[config.mk]
export PLATFORM = sky130hd
export DESIGN_NAME = lirs_cache_replacement
export DESIGN_NICKNAME = d
export VERILOG_FILES = /design/src/design/lirs_pkg.sv /design/src/design/lirs_list.sv /design/src/design/lirs_cache_replacement.sv
export SDC_FILE = /design/constraint.sdc
export NUM_CORES = 2
export LEC_CHECK = 0
export ABC_AREA = 1
export BUFFER_PORTS_ARGS = -buffer_cell sky130_fd_sc_hd__buf_2
export CORE_ASPECT_RATIO = 0.5
export CORE_MARGIN = 3
export CORE_UTILIZATION = 45
export CTS_CLUSTER_SIZE = 20
export DETAILED_ROUTE_END_ITERATION = 8
export SYNTH_ARGS = -nofsm -noshare
export SYNTH_HDL_FRONTEND = slang
export SYNTH_SLANG_ARGS = --single-unit
[constraint.sdc]
create_clock -name clk -period 13.3 [get_ports clk]
set_clock_uncertainty 0.15 [all_clocks]
set_input_delay 2.66 -clock clk [delete_from_list [all_inputs] [get_ports clk]]
set_output_delay 2.66 -clock clk [all_outputs]
set_load 0.005 [all_outputs]
[src/design/lirs_pkg.sv]
// lirs_pkg: shared sizes, codes, item structs and mark helpers for the
// lirs cache replacement block. No dependencies.

package lirs_pkg;

	localparam int SLOTS      = 32;
	localparam int KEY_BITS   = 16;
	localparam int VALUE_BITS = 32;
	localparam int IDX_W      = $clog2(SLOTS);
	localparam int CNT_W      = IDX_W + 1;
	localparam int ZW         = (CNT_W > 6) ? CNT_W : 6;

	localparam logic [5:0] LIR_LIMIT_RST   = 6'd14;
	localparam logic [4:0] QUEUE_LIMIT_RST = 5'd2;
	localparam logic [5:0] STACK_LIMIT_RST = 6'd18;

	localparam logic [1:0] CFG_LIR_LIMIT   = 2'd0;
	localparam logic [1:0] CFG_QUEUE_LIMIT = 2'd1;
	localparam logic [1:0] CFG_STACK_LIMIT = 2'd2;

	localparam logic [1:0] REQ_LOOKUP = 2'd0;
	localparam logic [1:0] REQ_INSERT = 2'd1;
	localparam logic [1:0] REQ_REMOVE = 2'd2;

	// mark bit positions
	localparam int MB_LIR = 0;
	localparam int MB_RES = 1;
	localparam int MB_STK = 2;
	localparam int MB_QUE = 3;

	typedef logic [3:0] marks_t;

	typedef struct packed {
		logic [1:0]            req_type;
		logic [KEY_BITS-1:0]   key;
		logic [VALUE_BITS-1:0] write_value;
	} req_t;

	typedef struct packed {
		logic                  found;
		logic [VALUE_BITS-1:0] read_value;
	} rsp_t;

	typedef struct packed {
		logic             push;
		logic             rm;
		logic [IDX_W-1:0] pos;
		logic [IDX_W-1:0] slot;
	} lst_op_t;

	function automatic marks_t orphan(input marks_t m);
		orphan = (!m[MB_STK] && !m[MB_QUE]) ? 4'b0000 : m;
	endfunction

	function automatic marks_t stk_rm_marks(input marks_t m, input logic rel);
		marks_t n;
		n = m;
		n[MB_LIR] = 1'b0;
		n[MB_STK] = 1'b0;
		stk_rm_marks = rel ? orphan(n) : n;
	endfunction

	function automatic marks_t que_rm_marks(input marks_t m, input logic rel);
		marks_t n;
		n = m;
		n[MB_RES] = 1'b0;
		n[MB_QUE] = 1'b0;
		que_rm_marks = rel ? orphan(n) : n;
	endfunction

endpackage

[src/design/lirs_list.sv]
// lirs_list: ordered list of slot numbers with push at the tail and removal
// at any position (entries above close up). Depends on lirs_pkg.

module lirs_list (
	input  logic                       clk,
	input  logic                       arst_n,
	input  lirs_pkg::lst_op_t          op,
	input  logic [lirs_pkg::IDX_W-1:0] rd_pos,
	output logic [lirs_pkg::IDX_W-1:0] rd_data,
	output logic [lirs_pkg::CNT_W-1:0] cnt
);

	logic [lirs_pkg::IDX_W-1:0] ord_q [lirs_pkg::SLOTS];
	logic [lirs_pkg::CNT_W-1:0] cnt_q;

	always_ff @(posedge clk or negedge arst_n) begin
		if (!arst_n) begin
			cnt_q <= '0;
		end else if (op.rm) begin
			cnt_q <= cnt_q - 1'b1;
		end else if (op.push) begin
			cnt_q <= cnt_q + 1'b1;
		end
	end

	always_ff @(posedge clk) begin
		if (op.rm) begin
			for (int i = 0; i < lirs_pkg::SLOTS - 1; i++) begin
				if (lirs_pkg::IDX_W'(i) >= op.pos) begin
					ord_q[i] <= ord_q[i+1];
				end
			end
		end else if (op.push) begin
			ord_q[cnt_q[lirs_pkg::IDX_W-1:0]] <= op.slot;
		end
	end

	assign rd_data = ord_q[rd_pos];
	assign cnt     = cnt_q;

endmodule

[src/design/lirs_cache_replacement.sv]
// lirs_cache_replacement: top level, slot table, tag/value memories and the
// sequencer that runs the replacement policy. Depends on lirs_pkg, lirs_list.
//
// Usage:
//   req channel (req_valid/req_stall/req) carries one request item: lookup,
//   insert or update, or remove. rsp channel (rsp_valid/rsp_stall/rsp) returns
//   one item per request: found flag and the value on a lookup hit.
//   cfg_we/cfg_index/cfg_data write the three limits; write only while idle.
// Timing:
//   a request first scans all slot tags through one comparator, one slot per
//   cycle behind a registered memory read. The policy work then runs list
//   searches and prunes one list entry per cycle before the result is posted.
//   One request is in flight at a time; req_stall is high until its result
//   is placed in the output register.
// Reset:
//   all slots free, stack and queue empty, limits 14/2/18. No clearing pass.
// Stall:
//   the result waits in the output register; the next request is accepted
//   and worked on meanwhile, and waits to post its result until it is taken.

module lirs_cache_replacement (
	input  logic                 clk,
	input  logic                 arst_n,
	input  logic                 req_valid,
	output logic                 req_stall,
	input  lirs_pkg::req_t       req,
	output logic                 rsp_valid,
	input  logic                 rsp_stall,
	output lirs_pkg::rsp_t       rsp,
	input  logic                 cfg_we,
	input  logic [1:0]           cfg_index,
	input  logic [5:0]           cfg_data
);

	localparam int IW = lirs_pkg::IDX_W;
	localparam int CW = lirs_pkg::CNT_W;
	localparam int ZW = lirs_pkg::ZW;

	typedef enum logic [13:0] {
		S_IDLE  = 14'b00000000000001,
		S_SCAN  = 14'b00000000000010,
		S_DISP  = 14'b00000000000100,
		S_STEP  = 14'b00000000001000,
		S_SSRCH = 14'b00000000010000,
		S_QSRCH = 14'b00000000100000,
		S_QHEAD = 14'b00000001000000,
		S_PRUNE = 14'b00000010000000,
		S_RH    = 14'b00000100000000,
		S_SPUSH = 14'b00001000000000,
		S_QPUSH = 14'b00010000000000,
		S_DBRM  = 14'b00100000000000,
		S_DBQ   = 14'b01000000000000,
		S_OUT   = 14'b10000000000000
	} state_t;

	typedef enum logic [2:0] {
		FL_P1, FL_P2, FL_P3, FL_P4, FL_I1, FL_I2, FL_I3, FL_RM
	} flow_t;

	state_t state_q, st_d;
	flow_t  flow_q, flow_d;

	logic [2:0]    step_q, step_d;
	logic [CW-1:0] p_q, p_d;
	logic [CW-1:0] sc_q;
	logic [IW-1:0] x_q, x_d, t_q, t_d, s_q, f_q;
	logic          rel_q, rel_d, ls_q, ls_d, exc_q, exc_d, wl_q, wl_d;
	logic          hit_q, fr_q, sf_q, sf_d;
	lirs_pkg::marks_t m0_q, m0_d;
	logic [CW-1:0] lir_q, lir_d;
	logic          found_q, found_d;
	logic [lirs_pkg::VALUE_BITS-1:0] val_q, rdv_q, rdv_d;
	lirs_pkg::req_t req_q;

	logic [5:0] lir_lim_q, stk_lim_q;
	logic [4:0] que_lim_q;

	lirs_pkg::rsp_t rsp_q;
	logic           rsp_vld_q;

	// slot table
	lirs_pkg::marks_t mk_q [lirs_pkg::SLOTS];
	logic [IW-1:0]    mk_ra;
	logic             mk_we;
	lirs_pkg::marks_t mk_wd, mk_rd;

	logic [lirs_pkg::KEY_BITS-1:0]   key_mem [lirs_pkg::SLOTS];
	logic [lirs_pkg::VALUE_BITS-1:0] val_mem [lirs_pkg::SLOTS];
	logic [lirs_pkg::KEY_BITS-1:0]   key_s1;
	logic [lirs_pkg::VALUE_BITS-1:0] val_s1;
	lirs_pkg::marks_t mk_s1;
	logic [IW-1:0]    idx_s1;
	logic             vld_s1;
	logic             kwe, vwe;
	logic [IW-1:0]    vwa;

	// lists
	lirs_pkg::lst_op_t sop, qop;
	logic [IW-1:0] srd_pos, srd, qrd_pos, qrd;
	logic [CW-1:0] scnt, qcnt, scap, qcap;
	logic          sfull, qfull, lfull, accept, out_free;

	lirs_list u_stk (
		.clk     (clk),
		.arst_n  (arst_n),
		.op      (sop),
		.rd_pos  (srd_pos),
		.rd_data (srd),
		.cnt     (scnt)
	);

	lirs_list u_que (
		.clk     (clk),
		.arst_n  (arst_n),
		.op      (qop),
		.rd_pos  (qrd_pos),
		.rd_data (qrd),
		.cnt     (qcnt)
	);

	assign scap = (ZW'(stk_lim_q) > ZW'(lirs_pkg::SLOTS)) ? CW'(lirs_pkg::SLOTS)
		: CW'(stk_lim_q);
	assign qcap = (ZW'(que_lim_q) > ZW'(lirs_pkg::SLOTS)) ? CW'(lirs_pkg::SLOTS)
		: CW'(que_lim_q);
	assign sfull = scnt >= scap;
	assign qfull = qcnt >= qcap;
	assign lfull = ZW'(lir_q) >= ZW'(lir_lim_q);

	assign req_stall = state_q != S_IDLE;
	assign accept    = req_valid && (state_q == S_IDLE);
	assign out_free  = !rsp_vld_q || !rsp_stall;
	assign rsp_valid = rsp_vld_q;
	assign rsp       = rsp_q;

	assign mk_rd = mk_q[mk_ra];

	always_comb begin
		lirs_pkg::marks_t m;
		st_d    = state_q;
		flow_d  = flow_q;
		step_d  = step_q;
		p_d     = p_q;
		x_d     = x_q;
		t_d     = t_q;
		rel_d   = rel_q;
		ls_d    = ls_q;
		exc_d   = exc_q;
		wl_d    = wl_q;
		sf_d    = sf_q;
		m0_d    = m0_q;
		lir_d   = lir_q;
		found_d = found_q;
		rdv_d   = rdv_q;
		mk_ra   = x_q;
		mk_we   = 1'b0;
		mk_wd   = mk_rd;
		sop     = '0;
		qop     = '0;
		srd_pos = '0;
		qrd_pos = '0;
		kwe     = 1'b0;
		vwe     = 1'b0;
		vwa     = f_q;
		m       = mk_rd;
		unique case (state_q)
			S_IDLE: begin
				if (req_valid) begin
					st_d = S_SCAN;
				end
			end
			S_SCAN: begin
				mk_ra = sc_q[IW-1:0];
				if (sc_q == CW'(lirs_pkg::SLOTS)) begin
					st_d = S_DISP;
				end
			end
			S_DISP: begin
				mk_ra   = s_q;
				m       = mk_rd;
				t_d     = s_q;
				step_d  = '0;
				found_d = 1'b0;
				rdv_d   = '0;
				st_d    = S_OUT;
				case (req_q.req_type)
					lirs_pkg::REQ_LOOKUP: begin
						if (hit_q && (m[lirs_pkg::MB_LIR] || m[lirs_pkg::MB_RES])) begin
							found_d = 1'b1;
							rdv_d   = val_q;
							st_d    = S_STEP;
							flow_d  = m[lirs_pkg::MB_LIR] ? FL_P1
								: (m[lirs_pkg::MB_STK] ? FL_P2 : FL_P3);
						end
					end
					lirs_pkg::REQ_INSERT: begin
						if (hit_q) begin
							found_d = 1'b1;
							vwe     = 1'b1;
							vwa     = s_q;
							if (m[lirs_pkg::MB_LIR]) begin
								flow_d = FL_P1;
								st_d   = S_STEP;
							end else if (m[lirs_pkg::MB_RES]) begin
								flow_d = m[lirs_pkg::MB_STK] ? FL_P2 : FL_P3;
								st_d   = S_STEP;
							end else if (m[lirs_pkg::MB_STK]) begin
								flow_d = FL_P4;
								st_d   = S_STEP;
							end
						end else if (fr_q) begin
							kwe    = 1'b1;
							vwe    = 1'b1;
							t_d    = f_q;
							sf_d   = sfull;
							flow_d = !lfull ? FL_I1 : (sfull ? FL_I2 : FL_I3);
							st_d   = S_STEP;
						end
					end
					lirs_pkg::REQ_REMOVE: begin
						if (hit_q) begin
							found_d = 1'b1;
							m0_d    = m;
							flow_d  = FL_RM;
							st_d    = S_STEP;
						end
					end
					default: begin
						st_d = S_OUT;
					end
				endcase
			end
			S_STEP: begin
				mk_ra  = t_q;
				m      = mk_rd;
				step_d = step_q + 3'd1;
				x_d    = t_q;
				p_d    = '0;
				case (flow_q)
					FL_P1: begin
						case (step_q)
							3'd0: begin st_d = S_SSRCH; rel_d = 1'b0; end
							3'd1: st_d = S_PRUNE;
							3'd2: begin st_d = S_SPUSH; ls_d = 1'b1; end
							default: st_d = S_OUT;
						endcase
					end
					FL_P2, FL_P4: begin
						case (step_q)
							3'd0: begin
								rel_d = 1'b0;
								if (flow_q == FL_P2) begin
									st_d = S_QSRCH;
								end else if (qcnt != '0) begin
									st_d = S_QHEAD;
								end
							end
							3'd1: begin st_d = S_DBRM; exc_d = 1'b1; end
							3'd2: begin st_d = S_SSRCH; rel_d = 1'b0; end
							3'd3: st_d = S_PRUNE;
							3'd4: begin st_d = S_SPUSH; ls_d = 1'b1; end
							default: st_d = S_OUT;
						endcase
					end
					FL_P3: begin
						case (step_q)
							3'd0: begin st_d = S_QSRCH; rel_d = 1'b0; end
							3'd1: st_d = S_QPUSH;
							3'd2: begin
								if (m == '0) begin
									st_d = S_OUT;
								end else if (sfull) begin
									st_d = S_RH;
								end
							end
							3'd3: begin st_d = S_SPUSH; ls_d = 1'b0; end
							default: st_d = S_OUT;
						endcase
					end
					FL_I1: begin
						case (step_q)
							3'd0: begin
								if (sf_q) begin
									st_d = S_RH;
								end
							end
							3'd1: begin st_d = S_SPUSH; ls_d = 1'b1; end
							default: st_d = S_OUT;
						endcase
					end
					FL_I2: begin
						case (step_q)
							3'd0: begin
								if (qfull && qcnt != '0) begin
									st_d = S_QHEAD;
								end
							end
							3'd1: begin st_d = S_DBRM; exc_d = 1'b0; end
							3'd2: st_d = S_PRUNE;
							3'd3: begin st_d = S_SPUSH; ls_d = 1'b1; end
							default: st_d = S_OUT;
						endcase
					end
					FL_I3: begin
						case (step_q)
							3'd0: begin
								if (qfull && qcnt != '0) begin
									st_d = S_QHEAD;
								end
							end
							3'd1: begin st_d = S_SPUSH; ls_d = 1'b0; end
							3'd2: st_d = S_QPUSH;
							default: st_d = S_OUT;
						endcase
					end
					default: begin
						case (step_q)
							3'd0: begin
								rel_d = 1'b1;
								if (m0_q[lirs_pkg::MB_STK]) begin
									st_d = S_SSRCH;
								end
							end
							3'd1: begin
								if (m0_q[lirs_pkg::MB_STK]) begin
									st_d = S_PRUNE;
								end
							end
							3'd2: begin
								rel_d = 1'b1;
								if (m0_q[lirs_pkg::MB_QUE]) begin
									st_d = S_QSRCH;
								end
							end
							default: begin
								mk_we = 1'b1;
								mk_wd = '0;
								st_d  = S_OUT;
							end
						endcase
					end
				endcase
			end
			S_SSRCH: begin
				srd_pos = p_q[IW-1:0];
				if (p_q >= scnt) begin
					st_d = S_STEP;
				end else if (srd == x_q) begin
					sop.rm  = 1'b1;
					sop.pos = p_q[IW-1:0];
					if (m[lirs_pkg::MB_LIR] && lir_q != '0) begin
						lir_d = lir_q - 1'b1;
					end
					mk_we = 1'b1;
					mk_wd = lirs_pkg::stk_rm_marks(m, rel_q);
					st_d  = S_STEP;
				end else begin
					p_d = p_q + 1'b1;
				end
			end
			S_QSRCH: begin
				qrd_pos = p_q[IW-1:0];
				if (p_q >= qcnt) begin
					st_d = S_STEP;
				end else if (qrd == x_q) begin
					qop.rm  = 1'b1;
					qop.pos = p_q[IW-1:0];
					mk_we   = 1'b1;
					mk_wd   = lirs_pkg::que_rm_marks(m, rel_q);
					st_d    = S_STEP;
				end else begin
					p_d = p_q + 1'b1;
				end
			end
			S_QHEAD: begin
				mk_ra   = qrd;
				m       = mk_rd;
				qop.rm  = 1'b1;
				mk_we   = 1'b1;
				mk_wd   = lirs_pkg::que_rm_marks(m, 1'b1);
				st_d    = S_STEP;
			end
			S_PRUNE: begin
				mk_ra = srd;
				m     = mk_rd;
				if (scnt == '0 || m[lirs_pkg::MB_LIR]) begin
					st_d = S_STEP;
				end else begin
					sop.rm = 1'b1;
					mk_we  = 1'b1;
					mk_wd  = lirs_pkg::stk_rm_marks(m, 1'b1);
				end
			end
			S_RH: begin
				srd_pos = p_q[IW-1:0];
				mk_ra   = srd;
				m       = mk_rd;
				if (p_q >= scnt) begin
					st_d = S_STEP;
				end else if (!m[lirs_pkg::MB_LIR]) begin
					sop.rm  = 1'b1;
					sop.pos = p_q[IW-1:0];
					mk_we   = 1'b1;
					mk_wd   = lirs_pkg::stk_rm_marks(m, 1'b1);
					st_d    = S_STEP;
				end else begin
					p_d = p_q + 1'b1;
				end
			end
			S_SPUSH: begin
				m = mk_rd;
				if (ls_q) begin
					m[lirs_pkg::MB_LIR] = 1'b1;
				end
				mk_we = 1'b1;
				st_d  = S_STEP;
				if (m[lirs_pkg::MB_STK]) begin
					mk_wd = m;
				end else if (sfull || (m[lirs_pkg::MB_LIR] && lfull)) begin
					m[lirs_pkg::MB_LIR] = 1'b0;
					mk_wd = lirs_pkg::orphan(m);
				end else begin
					sop.push = 1'b1;
					sop.slot = x_q;
					if (m[lirs_pkg::MB_LIR]) begin
						lir_d = lir_q + 1'b1;
					end
					m[lirs_pkg::MB_STK] = 1'b1;
					mk_wd = m;
				end
			end
			S_QPUSH: begin
				st_d = S_STEP;
				if (!m[lirs_pkg::MB_QUE]) begin
					mk_we = 1'b1;
					if (qfull) begin
						mk_wd = lirs_pkg::orphan(m);
					end else begin
						qop.push = 1'b1;
						qop.slot = x_q;
						m[lirs_pkg::MB_RES] = 1'b1;
						m[lirs_pkg::MB_QUE] = 1'b1;
						m[lirs_pkg::MB_LIR] = 1'b0;
						mk_wd = m;
					end
				end
			end
			S_DBRM: begin
				mk_ra = srd;
				m     = mk_rd;
				if (scnt == '0 || (exc_q && srd == t_q)) begin
					st_d = S_STEP;
				end else begin
					wl_d   = m[lirs_pkg::MB_LIR];
					x_d    = srd;
					sop.rm = 1'b1;
					if (m[lirs_pkg::MB_LIR] && lir_q != '0) begin
						lir_d = lir_q - 1'b1;
					end
					mk_we = 1'b1;
					mk_wd = lirs_pkg::stk_rm_marks(m, 1'b0);
					st_d  = S_DBQ;
				end
			end
			S_DBQ: begin
				if (wl_q) begin
					st_d = S_QPUSH;
				end else begin
					mk_we = 1'b1;
					mk_wd = lirs_pkg::orphan(m);
					st_d  = S_STEP;
				end
			end
			S_OUT: begin
				if (out_free) begin
					st_d = S_IDLE;
				end
			end
			default: begin
				st_d = S_IDLE;
			end
		endcase
	end

	always_ff @(posedge clk or negedge arst_n) begin
		if (!arst_n) begin
			state_q   <= S_IDLE;
			flow_q    <= FL_P1;
			step_q    <= '0;
			p_q       <= '0;
			lir_q     <= '0;
			hit_q     <= 1'b0;
			fr_q      <= 1'b0;
			vld_s1    <= 1'b0;
			sc_q      <= '0;
			rsp_vld_q <= 1'b0;
			lir_lim_q <= lirs_pkg::LIR_LIMIT_RST;
			que_lim_q <= lirs_pkg::QUEUE_LIMIT_RST;
			stk_lim_q <= lirs_pkg::STACK_LIMIT_RST;
			for (int i = 0; i < lirs_pkg::SLOTS; i++) begin
				mk_q[i] <= '0;
			end
		end else begin
			state_q <= st_d;
			flow_q  <= flow_d;
			step_q  <= step_d;
			p_q     <= p_d;
			lir_q   <= lir_d;
			if (mk_we) begin
				mk_q[mk_ra] <= mk_wd;
			end
			if (accept) begin
				sc_q   <= '0;
				hit_q  <= 1'b0;
				fr_q   <= 1'b0;
				vld_s1 <= 1'b0;
			end else if (state_q == S_SCAN) begin
				vld_s1 <= sc_q < CW'(lirs_pkg::SLOTS);
				if (sc_q < CW'(lirs_pkg::SLOTS)) begin
					sc_q <= sc_q + 1'b1;
				end
				if (vld_s1 && !hit_q && mk_s1 != '0 && key_s1 == req_q.key) begin
					hit_q <= 1'b1;
				end
				if (vld_s1 && !fr_q && mk_s1 == '0) begin
					fr_q <= 1'b1;
				end
			end
			if (state_q == S_OUT && out_free) begin
				rsp_vld_q <= 1'b1;
			end else if (!rsp_stall) begin
				rsp_vld_q <= 1'b0;
			end
			if (cfg_we) begin
				unique case (cfg_index)
					lirs_pkg::CFG_LIR_LIMIT:   lir_lim_q <= cfg_data;
					lirs_pkg::CFG_QUEUE_LIMIT: que_lim_q <= cfg_data[4:0];
					lirs_pkg::CFG_STACK_LIMIT: stk_lim_q <= cfg_data;
					default: ;
				endcase
			end
		end
	end

	// payload and scan capture
	always_ff @(posedge clk) begin
		x_q     <= x_d;
		t_q     <= t_d;
		rel_q   <= rel_d;
		ls_q    <= ls_d;
		exc_q   <= exc_d;
		wl_q    <= wl_d;
		sf_q    <= sf_d;
		m0_q    <= m0_d;
		found_q <= found_d;
		rdv_q   <= rdv_d;
		if (accept) begin
			req_q <= req;
		end
		if (state_q == S_SCAN) begin
			idx_s1 <= sc_q[IW-1:0];
			mk_s1  <= mk_rd;
			if (vld_s1 && !hit_q && mk_s1 != '0 && key_s1 == req_q.key) begin
				s_q   <= idx_s1;
				val_q <= val_s1;
			end
			if (vld_s1 && !fr_q && mk_s1 == '0) begin
				f_q <= idx_s1;
			end
		end
		if (state_q == S_OUT && out_free) begin
			rsp_q.found      <= found_q;
			rsp_q.read_value <= rdv_q;
		end
	end

	// tag and value memories
	always_ff @(posedge clk) begin
		if (kwe) begin
			key_mem[f_q] <= req_q.key;
		end
		if (vwe) begin
			val_mem[vwa] <= req_q.write_value;
		end
		key_s1 <= key_mem[sc_q[IW-1:0]];
		val_s1 <= val_mem[sc_q[IW-1:0]];
	end

endmodule
# Yosys cells after proc, flatten, opt, wreduce, memory -nomap -nowiden

Memories as Yosys holds them, arrays and structs flattened. A register that Yosys moved wholly into a read port is not among the register bits.
Cells that the tools add are included.

$add $sub $neg: 9
Magnitude comparators: 72
Equality and inequality tests: 73
Muxes and demuxes: 386
Bitwise gates (word level): 4
Reductions and logical operators: 82

Operator list:

| kind                  | number |
|---|---|
| $mux W14              | 26 |
| $mux W1               | 246 |
| $mux W6               | 28 |
| $pmux W14 S12         | 1 |
| $pmux W14 S3          | 4 |
| $ge A5 B5 Y1 const A  | 30 |
| $bwmux W128           | 1 |
| $pmux W14 S4          | 2 |
| $mux W5               | 20 |
| $mux W4               | 22 |
| $pmux W14 S6          | 1 |
| $ge A4 B5 Y1 const A  | 16 |
| $pmux W14 S5          | 1 |
| $ge A3 B5 Y1 const A  | 8 |
| $pmux W4 S10          | 1 |
| $ne A2 B2 Y1 const B  | 19 |
| $mux W3               | 11 |
| $add A6 B1 Y6 const B | 5 |
| $ge A6 B6 Y1          | 5 |
| $pmux W14 S2          | 1 |
| $ne A9 B9 Y1 const B  | 3 |
| $pmux W5 S5           | 1 |
| $pmux W6 S4           | 1 |
| $reduce_and A2 Y1     | 11 |
| other kinds (74)      | 162 |

Flip-flop bits (word level): 385
Bits in writable memories: 1856
Input port bits: 63
Output and inout bits: 35
Word-level logic and storage cells: 697
Memories: 4

Memory list:

| memory      | depth | bits a word | rd ports | clocked after Yosys merged registers in | write ports | RTL line                     | RTL |
|---|---|---|---|---|---|---|---|
| val_mem     | 32    | 32          | 1        | 1                                       | 1           | lirs_cache_replacement.sv:88 | `logic [lirs_pkg::VALUE_BITS-1:0] val_mem [lirs_pkg::SLOTS];` |
| key_mem     | 32    | 16          | 1        | 1                                       | 1           | lirs_cache_replacement.sv:87 | `logic [lirs_pkg::KEY_BITS-1:0] key_mem [lirs_pkg::SLOTS];` |
| u_que.ord_q | 32    | 5           | 32       | 0                                       | 31          | lirs_list.sv:13              | `logic [lirs_pkg::IDX_W-1:0] ord_q [lirs_pkg::SLOTS];` |
| u_stk.ord_q | 32    | 5           | 32       | 0                                       | 31          | lirs_list.sv:13              |  |

# Logic depth before layout (Yosys ltp)

An unclocked memory read counts as a cell.

Depth in word-level cells: 21
Gate-level depth with buffers: 41
Depth with buffers taken out: 38

# Modules after synthesis

From an unflattened synthesis, not the netlist that was laid out.

Cell total of the unflattened synthesis: 8642
Area, all modules: 97209.5 µm²

Modules (own cells, without submodules):

| module                 | times used | cells each | area an instance (µm²) | seq. area each (µm²) |
|---|---|---|---|---|
| lirs_cache_replacement | 1          | 6494       | 78806.8                | 57298.7 |
| lirs_list (u_que)      | 1          | 1071       | 9253.9                 | 4954.8 |
| lirs_list (u_stk)      | 1          | 1077       | 9148.8                 | 4954.8 |

# Worst setup path before layout

No wires, ideal clock.

Path kind: reg2reg
Start: register state_q[8]
End: register s_q[0] (enable)
Setup time: 0.527 ns
Data arrival time: 5.356 ns
Required time: 12.623 ns
Slack: 7.267 ns
Cell stages (with the launch flop): 9
Path through: dfrtp_1 -> nor2_4 -> nand2_2 -> nor2_4 -> buf_6 -> nand2_2 -> nor2_2 -> inv_1 -> nor4_1

Word-level cells in the longest chain between the ends: 2

Ends and longest elaborated chain:

| element                     | RTL line                      | RTL |
|---|---|---|
| start, declared             | lirs_cache_replacement.sv:60  | `state_t state_q, st_d;` |
| start signal, assigned      | lirs_cache_replacement.sv:503 | `state_q <= st_d;` |
| $eq A14 B2 Y1               | lirs_cache_replacement.sv:559 | `if (state_q == S_SCAN) begin` |
| $reduce_and A2 Y1 (no line) | -                             |  |
| end signal, assigned        | lirs_cache_replacement.sv:563 | `s_q <= idx_s1;` |
| end, declared               | lirs_cache_replacement.sv:66  | `logic [IW-1:0] x_q, x_d, t_q, t_d, s_q, f_q;` |

Every way passes these cells.
A chain may end at the register's enable or synchronous reset.

==> results.py <==
metrics = {
    "status": {
        "status": "complete, no violations",
    },
    "setup_path": {
        "arrival_ns": 9.20,
        "cpMaxStageDelayCell": "inv_2",
        "critPathMaxFanout": 59,
        "cp.required_ns": 13.61,
        "slowest_delay_ns": 0.63,
        "critPathKind": "flop to flop",
        "cp-start-kind": "flop",
        "end_kind": "flop",
    },
    "cts": {
        "clock_path_buffers": 4,
        "root_buffer": "clkbuf_16",
        "numCtsBuffers": 207,
        "clk_pin_slew_ns": 0.07,
        "post_cts.resized_instances": 0,
        "cts_sinks": 2287,
        "htreeDepth": 4,
        "cts_tree": "yes",
        "postCtsHoldBufs": 0,
        "cts_setup_buffers": 0,
        "clk-insertion-delay-late_ns": 0.84,
    },
    "global_routing": {
        "antenna_found_initial": 2,
        "overflow": 0,
        "track_usage_pct": 24.4,
        "grt_pass1_wl_mm": 412,
        "grt_pass1_vias": 63100,
        "grt_max_degree": 161,
    },
    "place": {
        "dp_cells": 11300,
        "place.port_buffers": 97,
        "dpl.hpwl_mm": 163,
        "gp_congestion": 0.950,
        "pre_cts_slack_ns": 4.65,
        "dpl_cell_area_um2": 101000,
    },
    "sta": {
        "finalCritPeriodShare_pct": 66.8,
        "finalSetupViolations": 0,
        "rsz0062_at_grt": "false",
        "slew_headroom_pct": 21.2,
        "finalHoldViolations": 0,
        "drv_slew": 0,
        "fin_ws_ns": 4.41,
        "fmax_mhz": 112,
        "worstMarginPinSlew_ns": 1.18,
        "final.setup.tns_ns": 0,
        "period_minus_slack_ns": 8.89,
    },
    "synth": {
        "synth-seq-cells": 2287,
        "ys_types": 70,
        "syn_inst": 8687,
        "ys_warn_count": 0,
        "ys_async_sr_fraction_pct": 8.70,
        "synth_top_flop_cell": "edfxtp_1",
        "synth_edf_count": 2040,
        "syn-cell-area_um2": 97300,
        "syn_nets": 8806,
        "synth-seq-area-share_pct": 69.1,
        "synth.avg_cell_area_um2": 11.2,
    },
    "die": {
        "die_x_um": 663,
        "start_util_pct": 45.7,
        "core-area_um2": 213000,
        "die_area_um2": 222000,
        "rows": 119,
        "io_pins": 98,
        "chipHeight_um": 335,
    },
    "layout": {
        "drive_gt1_share_pct": 8.62,
        "stdcell_area_um2": 108000,
        "layout_commonest_cell": "edfxtp_1",
        "instances_no_fill": 11700,
        "fin_nets": 8795,
        "area_delta_synth_final_pct": 10.6,
        "mostFrequentLayoutCells": "edfxtp_1, nand2_1, o21ai_0, nor2_1, inv_1",
    },
    "flow_run": {
        "max-cap-violations": 0,
    },
    "drt": {
        "ant_nets": 0,
        "post_drt_wl_per_cell_um": 23.8,
        "dr.pass1.iters": 8,
        "vias_per_cell": 5.77,
        "drtIter0Drc": 7424,
        "drc_errors": 0,
        "vias": 67400,
        "wirelength_mm": 278,
    },
    "pwr": {
        "power.density_nw_per_um2": 169,
        "p_leak_nw": 38.8,
        "total_power_mw": 18.2,
        "ir_worst_vdd_uv": 113,
    },
    "hold_path": {
        "hold_class": "flop to flop",
    },
}
==> cell usage after synthesis (7+ instances only) <==
library cell | count | area (um^2)
inv_2 | 38 | 143
dfxtp_1 | 48 | 961
xor2_1 | 25 | 219
nor2_2 | 29 | 181
inv_1 | 419 | 1570
o211ai_1 | 58 | 435
nor3_1 | 31 | 155
nand2_2 | 18 | 113
a211oi_1 | 53 | 398
nand3b_1 | 25 | 188
edfxtp_1 | 2040 | 61300
a221oi_1 | 54 | 473
dfstp_2 | 7 | 184
buf_6 | 12 | 135
nand4_1 | 35 | 219
buf_4 | 10 | 75.1
clkbuf_1 | 354 | 1330
nor2_1 | 1047 | 3930
nand2_1 | 1679 | 6300
nor4_1 | 27 | 169
buf_1 | 24 | 90.1
buf_2 | 70 | 350
clkinv_1 | 10 | 37.5
o21ai_0 | 1084 | 5430
o21ai_1 | 177 | 886
nor2_4 | 12 | 135
ha_1 | 53 | 663
nand3_1 | 404 | 2020
a22o_1 | 48 | 420
dfrtp_1 | 192 | 4800
nor3_2 | 7 | 70.1
a21oi_1 | 104 | 521
o22ai_1 | 400 | 2500
==> metrics by stage <==
| stage | utilization, % | hold slack (ns) |
|---|---|---|
| global placement | 47.5 | 0.239 |
| detailed placement | 47.5 | 0.239 |
| finish | 50.6 | 0.253 |
| floorplan | - | 0.236 |
| global route | 50.6 | 0.258 |
| CTS | 50.6 | 0.255 |
==> metal layers <==
metal	global-route usage, %	part of all wire (%)
met5	0	0.0047
met1	34.1	43
met4	7.78	3.3
met2	39.8	47
met3	3.34	7.2
==> cell families (layout without fill, tap and decap cells) <==
family / count (synthesis) / after routing / synth area share (%)
AO/OA/AOI/OAI: 2023 / 2023 / 11.7
XOR/XNOR: 30 / 30 / 0.270
adder cells (fa/ha/maj): 56 / 56 / 0.744
buffers and inverters: 939 / 1089 / 3.85
flip-flops: 2287 / 2287 / 69.1
multiplexers: 2 / 2 / 0.0206
other: 0 / 1 / 0
AND/OR/NAND/NOR: 3350 / 3350 / 14.3
==> worst paths after layout <==
path                       startpoint           endpoint  slack, ns  depth (start not counted)
min                         val_s1[3]           val_q[3]       0.25                          0
max reg2reg                state_q[8]  u_stk.ord_q[3][2]       4.41                         31
max                        state_q[8]  u_stk.ord_q[3][2]       4.41                         31
min in group asynchronous      arst_n          rsp_valid       1.62                          1
min reg2reg                 val_s1[3]           val_q[3]       0.25                          0
max in group asynchronous      arst_n           mk_q[35]       9.08                          3
==> flip-flops by register name, summed over array words and instances, names as in the netlist, 6 cells and up <==
name / count
u_que.cnt: 6
lir_lim_q: 6
rsp: 33
val_mem: 1024
lir_q: 6
req_q: 50
rdv_q: 32
p_q: 6
val_s1: 32
u_que.ord_q: 160
mk_q: 128
val_q: 32
key_mem: 512
u_stk.ord_q: 160
sc_q: 6
state_q: 14
stk_lim_q: 6
key_s1: 16
u_stk.cnt: 6
==> worst max-delay path: cells and delay by family (launching register included) <==
family	cells	cell delay, ns
and+or+nand+nor	25	5.27
buffers and inverters	5	1.93
DFF	1	0.47
AOI/OAI and AO/OA	1	0.56
==> power by group <==
group / internal (mW) / total [mW] / switching [mW]
logic: 0.975 / 3.62 / 2.64
clock network: 3.36 / 6.01 / 2.66
registers: 8.26 / 8.58 / 0.325
total: 12.6 / 18.2 / 5.62
==> final cells by class <==
class	count	area, um^2
diodes	1	2.50
repair buffers	250	1680
clock buffers	263	5600
clock inverters	107	1040
multi-input cells	5461	26700
inverters	469	1780
fillers	18700	105000
well taps	2843	3560
flip-flops and latches	2287	67200
Note: power is estimated with default switching activity, not from simulation.
